File: src/rtl/core/xysm_pkg.sv
`timescale 1ns / 1ps
`default_nettype none
// ----------------------------------------------------------------------------
// xysm_pkg
// Types, constants and the stage microprogram of the XY stepper controller.
// ----------------------------------------------------------------------------
package xysm_pkg;

    localparam int POS_WIDTH_DEF  = 16;
    localparam int PHASES_DEF     = 4;
    localparam int TGT_W          = 16;
    localparam int COIL_W         = 8;
    localparam int WORD_W         = 32;
    localparam int CFG_IDX_W      = 2;
    localparam int S_TDATA_W      = 40;
    localparam int M_TDATA_W      = 48;
    localparam int S_TUSER_W      = 2;
    localparam int STAGE_W        = 3;

    localparam logic [CFG_IDX_W-1:0] REG_X_PHASE = 2'd0;
    localparam logic [CFG_IDX_W-1:0] REG_Y_PHASE = 2'd1;

    typedef enum logic [1:0] {
        CMD_IDLE = 2'd0,
        CMD_MOVE = 2'd1,
        CMD_HOME = 2'd2,
        CMD_MAX  = 2'd3
    } cmd_t;

    typedef enum logic [1:0] {
        DIR_NONE = 2'd0,
        DIR_POS  = 2'd1,
        DIR_NEG  = 2'd2
    } dir_t;

    typedef enum logic [1:0] {
        SEQ_IDLE = 2'd0,
        SEQ_RUN  = 2'd1,
        SEQ_EMIT = 2'd2
    } seq_state_t;

    typedef struct packed {
        dir_t dx;
        dir_t dy;
        logic last;
    } ucode_t;

    typedef struct packed {
        logic right;
        logic left;
        logic up;
        logic down;
    } limits_t;

    typedef struct packed {
        logic step;
        dir_t dir;
        logic zero;
        logic load_goal;
    } axis_ctl_t;

    typedef struct packed {
        logic short_pos;
        logic short_neg;
        logic at_goal;
    } axis_stat_t;

    localparam ucode_t MOVE_PROG [8] = '{
        '{DIR_POS,  DIR_POS,  1'b0},
        '{DIR_POS,  DIR_NEG,  1'b0},
        '{DIR_NEG,  DIR_NEG,  1'b0},
        '{DIR_NEG,  DIR_POS,  1'b0},
        '{DIR_NONE, DIR_NEG,  1'b0},
        '{DIR_NONE, DIR_POS,  1'b0},
        '{DIR_NEG,  DIR_NONE, 1'b0},
        '{DIR_POS,  DIR_NONE, 1'b1}
    };

    localparam ucode_t HOME_PROG [4] = '{
        '{DIR_NEG,  DIR_NEG,  1'b0},
        '{DIR_NONE, DIR_NEG,  1'b0},
        '{DIR_NEG,  DIR_NONE, 1'b1},
        '{DIR_NONE, DIR_NONE, 1'b1}
    };

    localparam ucode_t MAX_PROG [4] = '{
        '{DIR_POS,  DIR_POS,  1'b0},
        '{DIR_NONE, DIR_POS,  1'b0},
        '{DIR_POS,  DIR_NONE, 1'b1},
        '{DIR_NONE, DIR_NONE, 1'b1}
    };

    localparam ucode_t IDLE_WORD = '{DIR_NONE, DIR_NONE, 1'b1};

    function automatic ucode_t seq_rom(input cmd_t kind, input logic [STAGE_W-1:0] stage);
        ucode_t w;
        case (kind)
            CMD_MOVE: w = MOVE_PROG[stage];
            CMD_HOME: w = HOME_PROG[stage[1:0]];
            CMD_MAX:  w = MAX_PROG[stage[1:0]];
            default:  w = IDLE_WORD;
        endcase
        return w;
    endfunction

endpackage
`default_nettype wire

File: src/rtl/core/xysm_axis.sv
`timescale 1ns / 1ps
`default_nettype none
// ----------------------------------------------------------------------------
// xysm_axis
// One motor axis: saturating position, goal, coil phase index and pattern.
// ----------------------------------------------------------------------------
module xysm_axis #(
    parameter int PHASES_PER_AXIS = xysm_pkg::PHASES_DEF,
    parameter int POS_WIDTH       = xysm_pkg::POS_WIDTH_DEF
) (
    input  wire                                   aclk,
    input  wire                                   aresetn,
    input  wire xysm_pkg::axis_ctl_t              ctl,
    input  wire logic signed [xysm_pkg::TGT_W-1:0] target,
    input  wire logic [xysm_pkg::WORD_W-1:0]      phase_word,
    output xysm_pkg::axis_stat_t                  stat,
    output logic signed [POS_WIDTH-1:0]           pos,
    output logic [xysm_pkg::COIL_W-1:0]           pattern
);

    localparam int PH_W = (PHASES_PER_AXIS > 1) ? $clog2(PHASES_PER_AXIS) : 1;
    localparam logic signed [32:0] PMAX = (33'sd1 <<< (POS_WIDTH - 1)) - 33'sd1;
    localparam logic signed [32:0] PMIN = -PMAX - 33'sd1;
    localparam logic signed [POS_WIDTH-1:0] POS_TOP = POS_WIDTH'(PMAX);
    localparam logic signed [POS_WIDTH-1:0] POS_BOT = POS_WIDTH'(PMIN);
    localparam logic [PH_W-1:0] PH_LAST = PH_W'(PHASES_PER_AXIS - 1);

    logic signed [POS_WIDTH-1:0] pos_reg, pos_next;
    logic signed [POS_WIDTH-1:0] goal_reg, goal_next;
    logic [PH_W-1:0]             idx_reg, idx_next;
    logic signed [32:0]          tgt_wide;
    logic [3:0]                  idx_ext;

    always_ff @(posedge aclk) begin
        if (!aresetn) begin
            pos_reg  <= '0;
            goal_reg <= '0;
            idx_reg  <= '0;
        end else begin
            pos_reg  <= pos_next;
            goal_reg <= goal_next;
            idx_reg  <= idx_next;
        end
    end

    always_comb begin
        tgt_wide  = 33'(target);
        goal_next = goal_reg;
        if (ctl.load_goal) begin
            if (tgt_wide > PMAX) begin
                goal_next = POS_TOP;
            end else if (tgt_wide < PMIN) begin
                goal_next = POS_BOT;
            end else begin
                goal_next = POS_WIDTH'(tgt_wide);
            end
        end

        pos_next = pos_reg;
        idx_next = idx_reg;
        if (ctl.zero) begin
            pos_next = '0;
        end else if (ctl.step) begin
            if (ctl.dir == xysm_pkg::DIR_POS) begin
                idx_next = (idx_reg == '0) ? PH_LAST : idx_reg - PH_W'(1);
                if (pos_reg != POS_TOP) pos_next = pos_reg + POS_WIDTH'(1);
            end else if (ctl.dir == xysm_pkg::DIR_NEG) begin
                idx_next = (idx_reg == PH_LAST) ? '0 : idx_reg + PH_W'(1);
                if (pos_reg != POS_BOT) pos_next = pos_reg - POS_WIDTH'(1);
            end
        end
    end

    // pattern at the index after this cycle's update
    always_comb begin
        idx_ext = 4'(idx_next);
        if (idx_ext < 4'd4) begin
            pattern = phase_word[{idx_ext[1:0], 3'b000} +: xysm_pkg::COIL_W];
        end else begin
            pattern = '0;
        end
    end

    assign pos            = pos_reg;
    assign stat.short_pos = pos_reg < goal_reg;
    assign stat.short_neg = pos_reg > goal_reg;
    assign stat.at_goal   = pos_reg == goal_reg;

endmodule
`default_nettype wire

File: src/rtl/core/xy_stepper_move_controller.sv
`timescale 1ns / 1ps
`default_nettype none
// ----------------------------------------------------------------------------
// xy_stepper_move_controller
// Two-axis stepper positioner driven by a stage microprogram.
// ----------------------------------------------------------------------------
// Usage:
//   s_ channel: one request per step tick. s_tuser carries the command
//   (tick only, move, home, find maximum), s_tdata the move target and the
//   four end-stop switches. m_ channel: one result per tick with the coil
//   drive, position and busy/done/status flags.
//   cfg channel: writes the x and y coil phase words (index 0 and 1), taken
//   every cycle; other indexes are dropped. Write only while idle.
//   Sequencing: a tick walks the stage table one entry per cycle until a
//   stage can step or the program ends (a plain tick with no command
//   running skips the walk); the EMIT state then loads the output register
//   once no held result is waiting. A new tick is accepted only in the idle
//   state, after the previous result has been loaded.
//   A held result sits in the output register; s_tready is high again as
//   soon as the result is loaded, and a second result waits in the
//   sequencer until the first is taken.
//   Reset (aresetn low, synchronous) clears position, goal, phase indexes,
//   phase words and the running command.
// ----------------------------------------------------------------------------
module xy_stepper_move_controller #(
    parameter int PHASES_PER_AXIS = xysm_pkg::PHASES_DEF,
    parameter int POS_WIDTH       = xysm_pkg::POS_WIDTH_DEF
) (
    input  wire                                      aclk,
    input  wire                                      aresetn,
    // cfg write channel
    input  wire                                      cfg_valid,
    output logic                                     cfg_ready,
    input  wire logic [xysm_pkg::CFG_IDX_W-1:0]      cfg_index,
    input  wire logic [xysm_pkg::WORD_W-1:0]         cfg_data,
    // tick requests
    input  wire                                      s_tvalid,
    output logic                                     s_tready,
    // target_x[15:0], target_y[31:16], limit_down[32], limit_up[33],
    // limit_left[34], limit_right[35], zero pad[39:36]
    input  wire logic [xysm_pkg::S_TDATA_W-1:0]      s_tdata,
    // mode[1:0]
    input  wire logic [xysm_pkg::S_TUSER_W-1:0]      s_tuser,
    // results
    output logic                                     m_tvalid,
    input  wire                                      m_tready,
    // coil_drive[7:0], position_x[23:8], position_y[39:24], stepped[40],
    // busy_res[41], done_res[42], status[43], zero pad[47:44]
    output logic [xysm_pkg::M_TDATA_W-1:0]           m_tdata
);

    xysm_pkg::seq_state_t        state_reg, state_next;
    xysm_pkg::cmd_t              kind_reg, kind_next;
    logic [xysm_pkg::STAGE_W-1:0] stage_reg, stage_next;
    xysm_pkg::limits_t           lim_reg, lim_next;
    logic                        stepped_reg, stepped_next;
    logic                        done_reg, done_next;
    logic                        status_reg, status_next;
    logic                        m_valid_reg, m_valid_next;
    logic [xysm_pkg::M_TDATA_W-1:0] m_data_reg, m_data_next;
    logic [xysm_pkg::WORD_W-1:0] xw_reg, xw_next;
    logic [xysm_pkg::WORD_W-1:0] yw_reg, yw_next;

    xysm_pkg::axis_ctl_t         x_ctl, y_ctl;
    xysm_pkg::axis_stat_t        x_stat, y_stat;
    logic signed [POS_WIDTH-1:0] x_pos, y_pos;
    logic [xysm_pkg::COIL_W-1:0] x_pat, y_pat;
    xysm_pkg::ucode_t            uw;
    logic                        x_ok, y_ok, is_move, accept;
    logic signed [xysm_pkg::TGT_W-1:0] tgt_x, tgt_y;

    assign tgt_x = s_tdata[15:0];
    assign tgt_y = s_tdata[31:16];

    xysm_axis #(
        .PHASES_PER_AXIS (PHASES_PER_AXIS),
        .POS_WIDTH       (POS_WIDTH)
    ) u_axis_x (
        .aclk       (aclk),
        .aresetn    (aresetn),
        .ctl        (x_ctl),
        .target     (tgt_x),
        .phase_word (xw_reg),
        .stat       (x_stat),
        .pos        (x_pos),
        .pattern    (x_pat)
    );

    xysm_axis #(
        .PHASES_PER_AXIS (PHASES_PER_AXIS),
        .POS_WIDTH       (POS_WIDTH)
    ) u_axis_y (
        .aclk       (aclk),
        .aresetn    (aresetn),
        .ctl        (y_ctl),
        .target     (tgt_y),
        .phase_word (yw_reg),
        .stat       (y_stat),
        .pos        (y_pos),
        .pattern    (y_pat)
    );

    always_ff @(posedge aclk) begin
        if (!aresetn) begin
            state_reg   <= xysm_pkg::SEQ_IDLE;
            kind_reg    <= xysm_pkg::CMD_IDLE;
            stage_reg   <= '0;
            m_valid_reg <= 1'b0;
            xw_reg      <= '0;
            yw_reg      <= '0;
        end else begin
            state_reg   <= state_next;
            kind_reg    <= kind_next;
            stage_reg   <= stage_next;
            m_valid_reg <= m_valid_next;
            xw_reg      <= xw_next;
            yw_reg      <= yw_next;
        end
        lim_reg     <= lim_next;
        stepped_reg <= stepped_next;
        done_reg    <= done_next;
        status_reg  <= status_next;
        m_data_reg  <= m_data_next;
    end

    // config writes
    assign cfg_ready = 1'b1;
    always_comb begin
        xw_next = xw_reg;
        yw_next = yw_reg;
        if (cfg_valid) begin
            case (cfg_index)
                xysm_pkg::REG_X_PHASE: xw_next = cfg_data;
                xysm_pkg::REG_Y_PHASE: yw_next = cfg_data;
                default: ;
            endcase
        end
    end

    // stage condition from the current control word
    always_comb begin
        uw      = xysm_pkg::seq_rom(kind_reg, stage_reg);
        is_move = kind_reg == xysm_pkg::CMD_MOVE;
        case (uw.dx)
            xysm_pkg::DIR_POS: x_ok = !lim_reg.right && (!is_move || x_stat.short_pos);
            xysm_pkg::DIR_NEG: x_ok = !lim_reg.left && (!is_move || x_stat.short_neg);
            default:           x_ok = 1'b1;
        endcase
        case (uw.dy)
            xysm_pkg::DIR_POS: y_ok = !lim_reg.up && (!is_move || y_stat.short_pos);
            xysm_pkg::DIR_NEG: y_ok = !lim_reg.down && (!is_move || y_stat.short_neg);
            default:           y_ok = 1'b1;
        endcase
    end

    assign s_tready = state_reg == xysm_pkg::SEQ_IDLE;
    assign accept   = s_tvalid && s_tready;

    always_comb begin
        state_next   = state_reg;
        kind_next    = kind_reg;
        stage_next   = stage_reg;
        lim_next     = lim_reg;
        stepped_next = stepped_reg;
        done_next    = done_reg;
        status_next  = status_reg;
        m_data_next  = m_data_reg;
        m_valid_next = m_valid_reg && !m_tready;
        x_ctl        = '{step: 1'b0, dir: uw.dx, zero: 1'b0, load_goal: 1'b0};
        y_ctl        = '{step: 1'b0, dir: uw.dy, zero: 1'b0, load_goal: 1'b0};

        case (state_reg)
            xysm_pkg::SEQ_IDLE: begin
                if (accept) begin
                    lim_next     = s_tdata[35:32];
                    stepped_next = 1'b0;
                    done_next    = 1'b0;
                    status_next  = 1'b0;
                    if (xysm_pkg::cmd_t'(s_tuser) != xysm_pkg::CMD_IDLE) begin
                        kind_next  = xysm_pkg::cmd_t'(s_tuser);
                        stage_next = '0;
                    end
                    if (xysm_pkg::cmd_t'(s_tuser) == xysm_pkg::CMD_MOVE) begin
                        x_ctl.load_goal = 1'b1;
                        y_ctl.load_goal = 1'b1;
                    end
                    state_next = xysm_pkg::SEQ_RUN;
                end
            end
            xysm_pkg::SEQ_RUN: begin
                if (kind_reg == xysm_pkg::CMD_IDLE) begin
                    state_next = xysm_pkg::SEQ_EMIT;
                end else if (x_ok && y_ok) begin
                    x_ctl.step   = uw.dx != xysm_pkg::DIR_NONE;
                    y_ctl.step   = uw.dy != xysm_pkg::DIR_NONE;
                    stepped_next = 1'b1;
                    state_next   = xysm_pkg::SEQ_EMIT;
                end else if (uw.last) begin
                    done_next = 1'b1;
                    if (is_move) begin
                        status_next = !(x_stat.at_goal && y_stat.at_goal);
                    end
                    if (kind_reg == xysm_pkg::CMD_HOME) begin
                        x_ctl.zero = 1'b1;
                        y_ctl.zero = 1'b1;
                    end
                    kind_next  = xysm_pkg::CMD_IDLE;
                    stage_next = '0;
                    state_next = xysm_pkg::SEQ_EMIT;
                end else begin
                    stage_next = stage_reg + 3'd1;
                end
            end
            xysm_pkg::SEQ_EMIT: begin
                if (!m_valid_reg || m_tready) begin
                    m_valid_next = 1'b1;
                    m_data_next  = {4'b0000, status_reg, done_reg,
                                    kind_reg != xysm_pkg::CMD_IDLE, stepped_reg,
                                    16'(y_pos), 16'(x_pos), x_pat + y_pat};
                    state_next   = xysm_pkg::SEQ_IDLE;
                end
            end
            default: begin
                state_next = xysm_pkg::SEQ_IDLE;
            end
        endcase
    end

    assign m_tvalid = m_valid_reg;
    assign m_tdata  = m_data_reg;

endmodule
`default_nettype wire

File: config.mk
export PLATFORM = sky130hd
export DESIGN_NAME = xy_stepper_move_controller
export DESIGN_NICKNAME = d
export VERILOG_FILES = /design/src/rtl/core/xysm_pkg.sv /design/src/rtl/core/xysm_axis.sv /design/src/rtl/core/xy_stepper_move_controller.sv
export SDC_FILE = /design/constraint.sdc
export NUM_CORES = 1
export LEC_CHECK = 0
export BUFFER_PORTS_ARGS = -buffer_cell sky130_fd_sc_hd__buf_2
export CORE_ASPECT_RATIO = 0.5
export CORE_MARGIN = 3
export CORE_UTILIZATION = 49
export CTS_CLUSTER_DIAMETER = 100
export DETAILED_ROUTE_END_ITERATION = 8
export GPL_TIMING_DRIVEN = 0
export PLACE_DENSITY_LB_ADDON = 0.05
export SLEW_MARGIN = 30
export SYNTH_ARGS = -nofsm -noshare
export SYNTH_HDL_FRONTEND = slang
export SYNTH_HIERARCHICAL = 1
export SYNTH_SLANG_ARGS = --single-unit
export TNS_END_PERCENT = 1
File: constraint.sdc
create_clock -name aclk -period 7.5 [get_ports aclk]
set_clock_uncertainty 0.1 [all_clocks]
set_input_delay 2.25 -clock aclk [delete_from_list [all_inputs] [get_ports aclk]]
set_output_delay 2.25 -clock aclk [all_outputs]
set_load 0.005 [all_outputs]
==> results.sh <==
export IMPL_post_route_cell_area_mm2=0.0123
export IMPL_yosys_register_bits=191
export IMPL_tritoncts_num_sinks=191
export IMPL_antenna_found_initial=0
export IMPL_largest_net_degree_at_the_start_of_global_routing=23
export IMPL_outcome="complete, no violations"
export IMPL_root_buffer="clkbuf_16"
export IMPL_met1_length_mm=12.7
export IMPL_clk_pin_slew_worst_paths_ns=0.07
export IMPL_largest_register_ff_count=44
export IMPL_htreeDepth=4
export IMPL_critical_path_max_fanout=10
export IMPL_async_reset_ff_share_pct=0
export IMPL_areaGrowthSynthToFinish_pct=15.7
export IMPL_finalSetupViolCount=0
export IMPL_fp_dieArea_mm2=0.0236
export IMPL_intPower_mw=1.75
export IMPL_numCtsBuffers=17
export IMPL_library_cell_with_the_highest_instance_count_after_synthesis="nand2_1"
export IMPL_numPlacedInstances=1567
export IMPL_synth_area_per_cell_um2=9.27
export IMPL_yosysTopAreaCell="dfxtp_1"
export IMPL_tritoncts="built"
export IMPL_dr_max_layer_used="met4"
export IMPL_critPathCaptureType="register"
export IMPL_post_synth_instance_area_mm2=0.0106
export IMPL_fin_crit_sh_pct=90.8
export IMPL_final_cell_count_no_fill=1600
export IMPL_power_combinational_fraction_pct=12.3
export IMPL_dp_slack_ns=0.797
export IMPL_wl_final_mm=27.3
export IMPL_post_drt_wl_per_cell_um=17.0
export IMPL_drt_first_iter_violations=578
export IMPL_drc_errors=0
export IMPL_gr_total_overflow=0
export IMPL_yosysTopAreaCellShare_pct=26.3
export IMPL_critical_path_required_ns=7.61
export IMPL_drtPass1Iterations=5
export IMPL_post_cts_hold_buffer_count=0
export IMPL_globalRouteTotalUtil_pct=23.4
export IMPL_viasPerCell=5.50
export IMPL_cts_repair_resizes=0
export IMPL_gp_congestion=0.896
export IMPL_placement_rows=37
export IMPL_route_met2_wl_mm=12.8
export IMPL_power_leakage_nw=4.86
export IMPL_final_max_slew_viol_count=0
export IMPL_core_area_mm2=0.0209
export IMPL_design_power_mw=2.36
export IMPL_synth_top_cells_by_count="nand2_1, dfxtp_1, a21oi_1, ha_1, inv_1"
export IMPL_die_width_um=214
export IMPL_switchingPower_mw=0.609
export IMPL_grt_first_pass_wirelength_mm=43.1
export IMPL_synth_yosys_warnings=6
export IMPL_boundaryPins=132
export IMPL_final_min_clock_period_ns=6.81
export IMPL_hold_path_class="register to register"
export IMPL_power_density_mw_per_mm2=191
export IMPL_pwr_share_seq_pct=46.8
export IMPL_die_height_um=110
export IMPL_swShare_pct=25.8
export IMPL_r2r_slack_ns=0.69
export IMPL_final_setup_worst_slack_ns=0.693
export IMPL_detailed_place_hpwl_mm=20.8
export IMPL_share_clk_of_total_power_pct=40.9
export IMPL_yosysSeqAreaShare_pct=40.7
export IMPL_vdd_ir_drop_worst_v=0.000121
export IMPL_worstSkewPairLatency_ns=0.46
export IMPL_synth_area_top_cells="dfxtp_1, edfxtp_1, ha_1, nand2_1, a21oi_1"
export IMPL_worstMarginPinSlew_ns=0.909
export IMPL_start_kind="register"
export IMPL_drive_above_1_share_pct=16.8
export IMPL_grt_setup_unrepaired="no"
export IMPL_setup_worst_path_class="register to register"
export IMPL_post_place_cell_area_mm2=0.0117
export IMPL_initial_core_util_pct=50.8
export IMPL_synthesis_instances=1148
export IMPL_worst_slew_margin_rel_pct=39.1
export IMPL_clock_tree_buffer_depth=2
export IMPL_timing_fmax_mhz=147
export IMPL_main_synth_ff_type="dfxtp_1"
export IMPL_report_final_hold_viol_count=0
export IMPL_cap_viol_max_count=0
export IMPL_setup_tns_ns=0
export IMPL_count_of_buffers_from_port_buffering=122
export IMPL_met3RoutedLength_mm=1.39
export IMPL_ys_types=82
export IMPL_post_cts_setup_buffer_count=0
export IMPL_synth_edf_count=51
export IMPL_final_nets=1464
export IMPL_grt_pass1_vias=8454
export IMPL_num_vias=8799
export IMPL_cp_arrival_ns=6.92
export IMPL_postRouteAntennaNets=0
## metrics by stage
step                      utilization, %  hold WS, ns
after floorplan                        -        0.300
after global placement              55.6        0.305
after detailed placement            55.9        0.306
after CTS                           58.8        0.323
after global routing                58.8        0.326
final                               58.8        0.321
## layer usage
layer | vias to the layer above | global-route usage (%)
li1 | 4363 | -
met1 | 4174 | 30.3
met2 | 226 | 40.2
met3 | 36 | 5.15
met4 | 0 | 6.31
met5 | - | 0
## layout by cell type, fill, tap and decap left out, drive strengths merged, types with 5 or more instances in the layout
cell type | synthesis | layout
and3 | 11 | 11
mux2 | 8 | 8
edfxtp | 51 | 51
nand2 | 178 | 178
o21bai | 5 | 5
xnor2 | 18 | 18
nor3b | 7 | 7
a211oi | 12 | 12
conb | 2 | 5
dfxtp | 140 | 140
buf | 20 | 144
a21o | 19 | 19
nor3 | 12 | 12
nor4 | 9 | 9
xor2 | 5 | 5
mux4 | 8 | 8
nand3b | 5 | 5
clkinv | 0 | 6
mux2i | 54 | 54
ha | 86 | 86
inv | 65 | 68
clkbuf | 30 | 51
a21oi | 115 | 115
and2 | 7 | 7
nand4 | 12 | 12
nand2b | 21 | 21
o21a | 9 | 9
a31oi | 5 | 5
nand3 | 14 | 14
o21ai | 38 | 38
o211ai | 10 | 10
nor2b | 47 | 47
nor2 | 59 | 59
## power groups by stage
stage	sequential (mW)	combinational (mW)	clock, mW
6_report	1.10	0.290	0.965
5_1_grt	1.11	0.323	1.02
4_1_cts	1.10	0.288	0.979
3_5_place_dp	1.13	0.286	0
3_3_place_gp	1.13	0.278	0
2_1_floorplan	1.12	0.191	0
## worst paths after layout
check,startpoint,to,cells past startpoint
worst max register to register,u_axis_x/pos[0],m_tdata[7],23
worst max-delay path,u_axis_x/pos[0],m_tdata[7],23
worst min register to register,status_reg,m_tdata[43],0
worst min-delay path,status_reg,m_tdata[43],0
## critical path, stage by stage (launching register included)
cell	delay, ns
dfxtp_1	0.61
inv_1	0.16
ha_1	0.23
nor2b_1	0.11
o21a_1	0.11
o21ai_0	0.08
a211oi_1	0.31
nor3_1	0.12
or2_2	0.32
nor3b_2	0.23
o221ai_2	0.22
a2111oi_2	0.85
and2b_1	0.29
nand3_1	0.09
o21ai_0	0.08
a31oi_1	0.68
clkbuf_1	0.40
nand2_1	0.08
o21ai_0	0.18
ha_1	0.35
and3_1	0.20
a221o_1	0.37
o41ai_2	0.25
xnor2_1	0.10
## area by class of cell
class	count	area (um^2)
Clock buffer	21	493
Inverter	65	244
Multi-Input combinational cell	845	5810
Fill cell	1941	8610
Buffer	50	272
Clock inverter	11	125
Timing Repair Buffer	124	666
Tap cell	292	365
Sequential cell	191	4330
Antenna cell	1	2.50
## cell families after synthesis
family          Yosys count  share of synthesized area (%)
compound gates          257                           15.7
xor+xnor                 23                           1.89
fa+ha+maj                89                           10.7
buf+inv                 115                           4.85
flops                   191                           40.7
mux                      70                           7.62
other cells               2                         0.0706
simple gates            401                           18.5
Power figures use the tool's default switching activity.
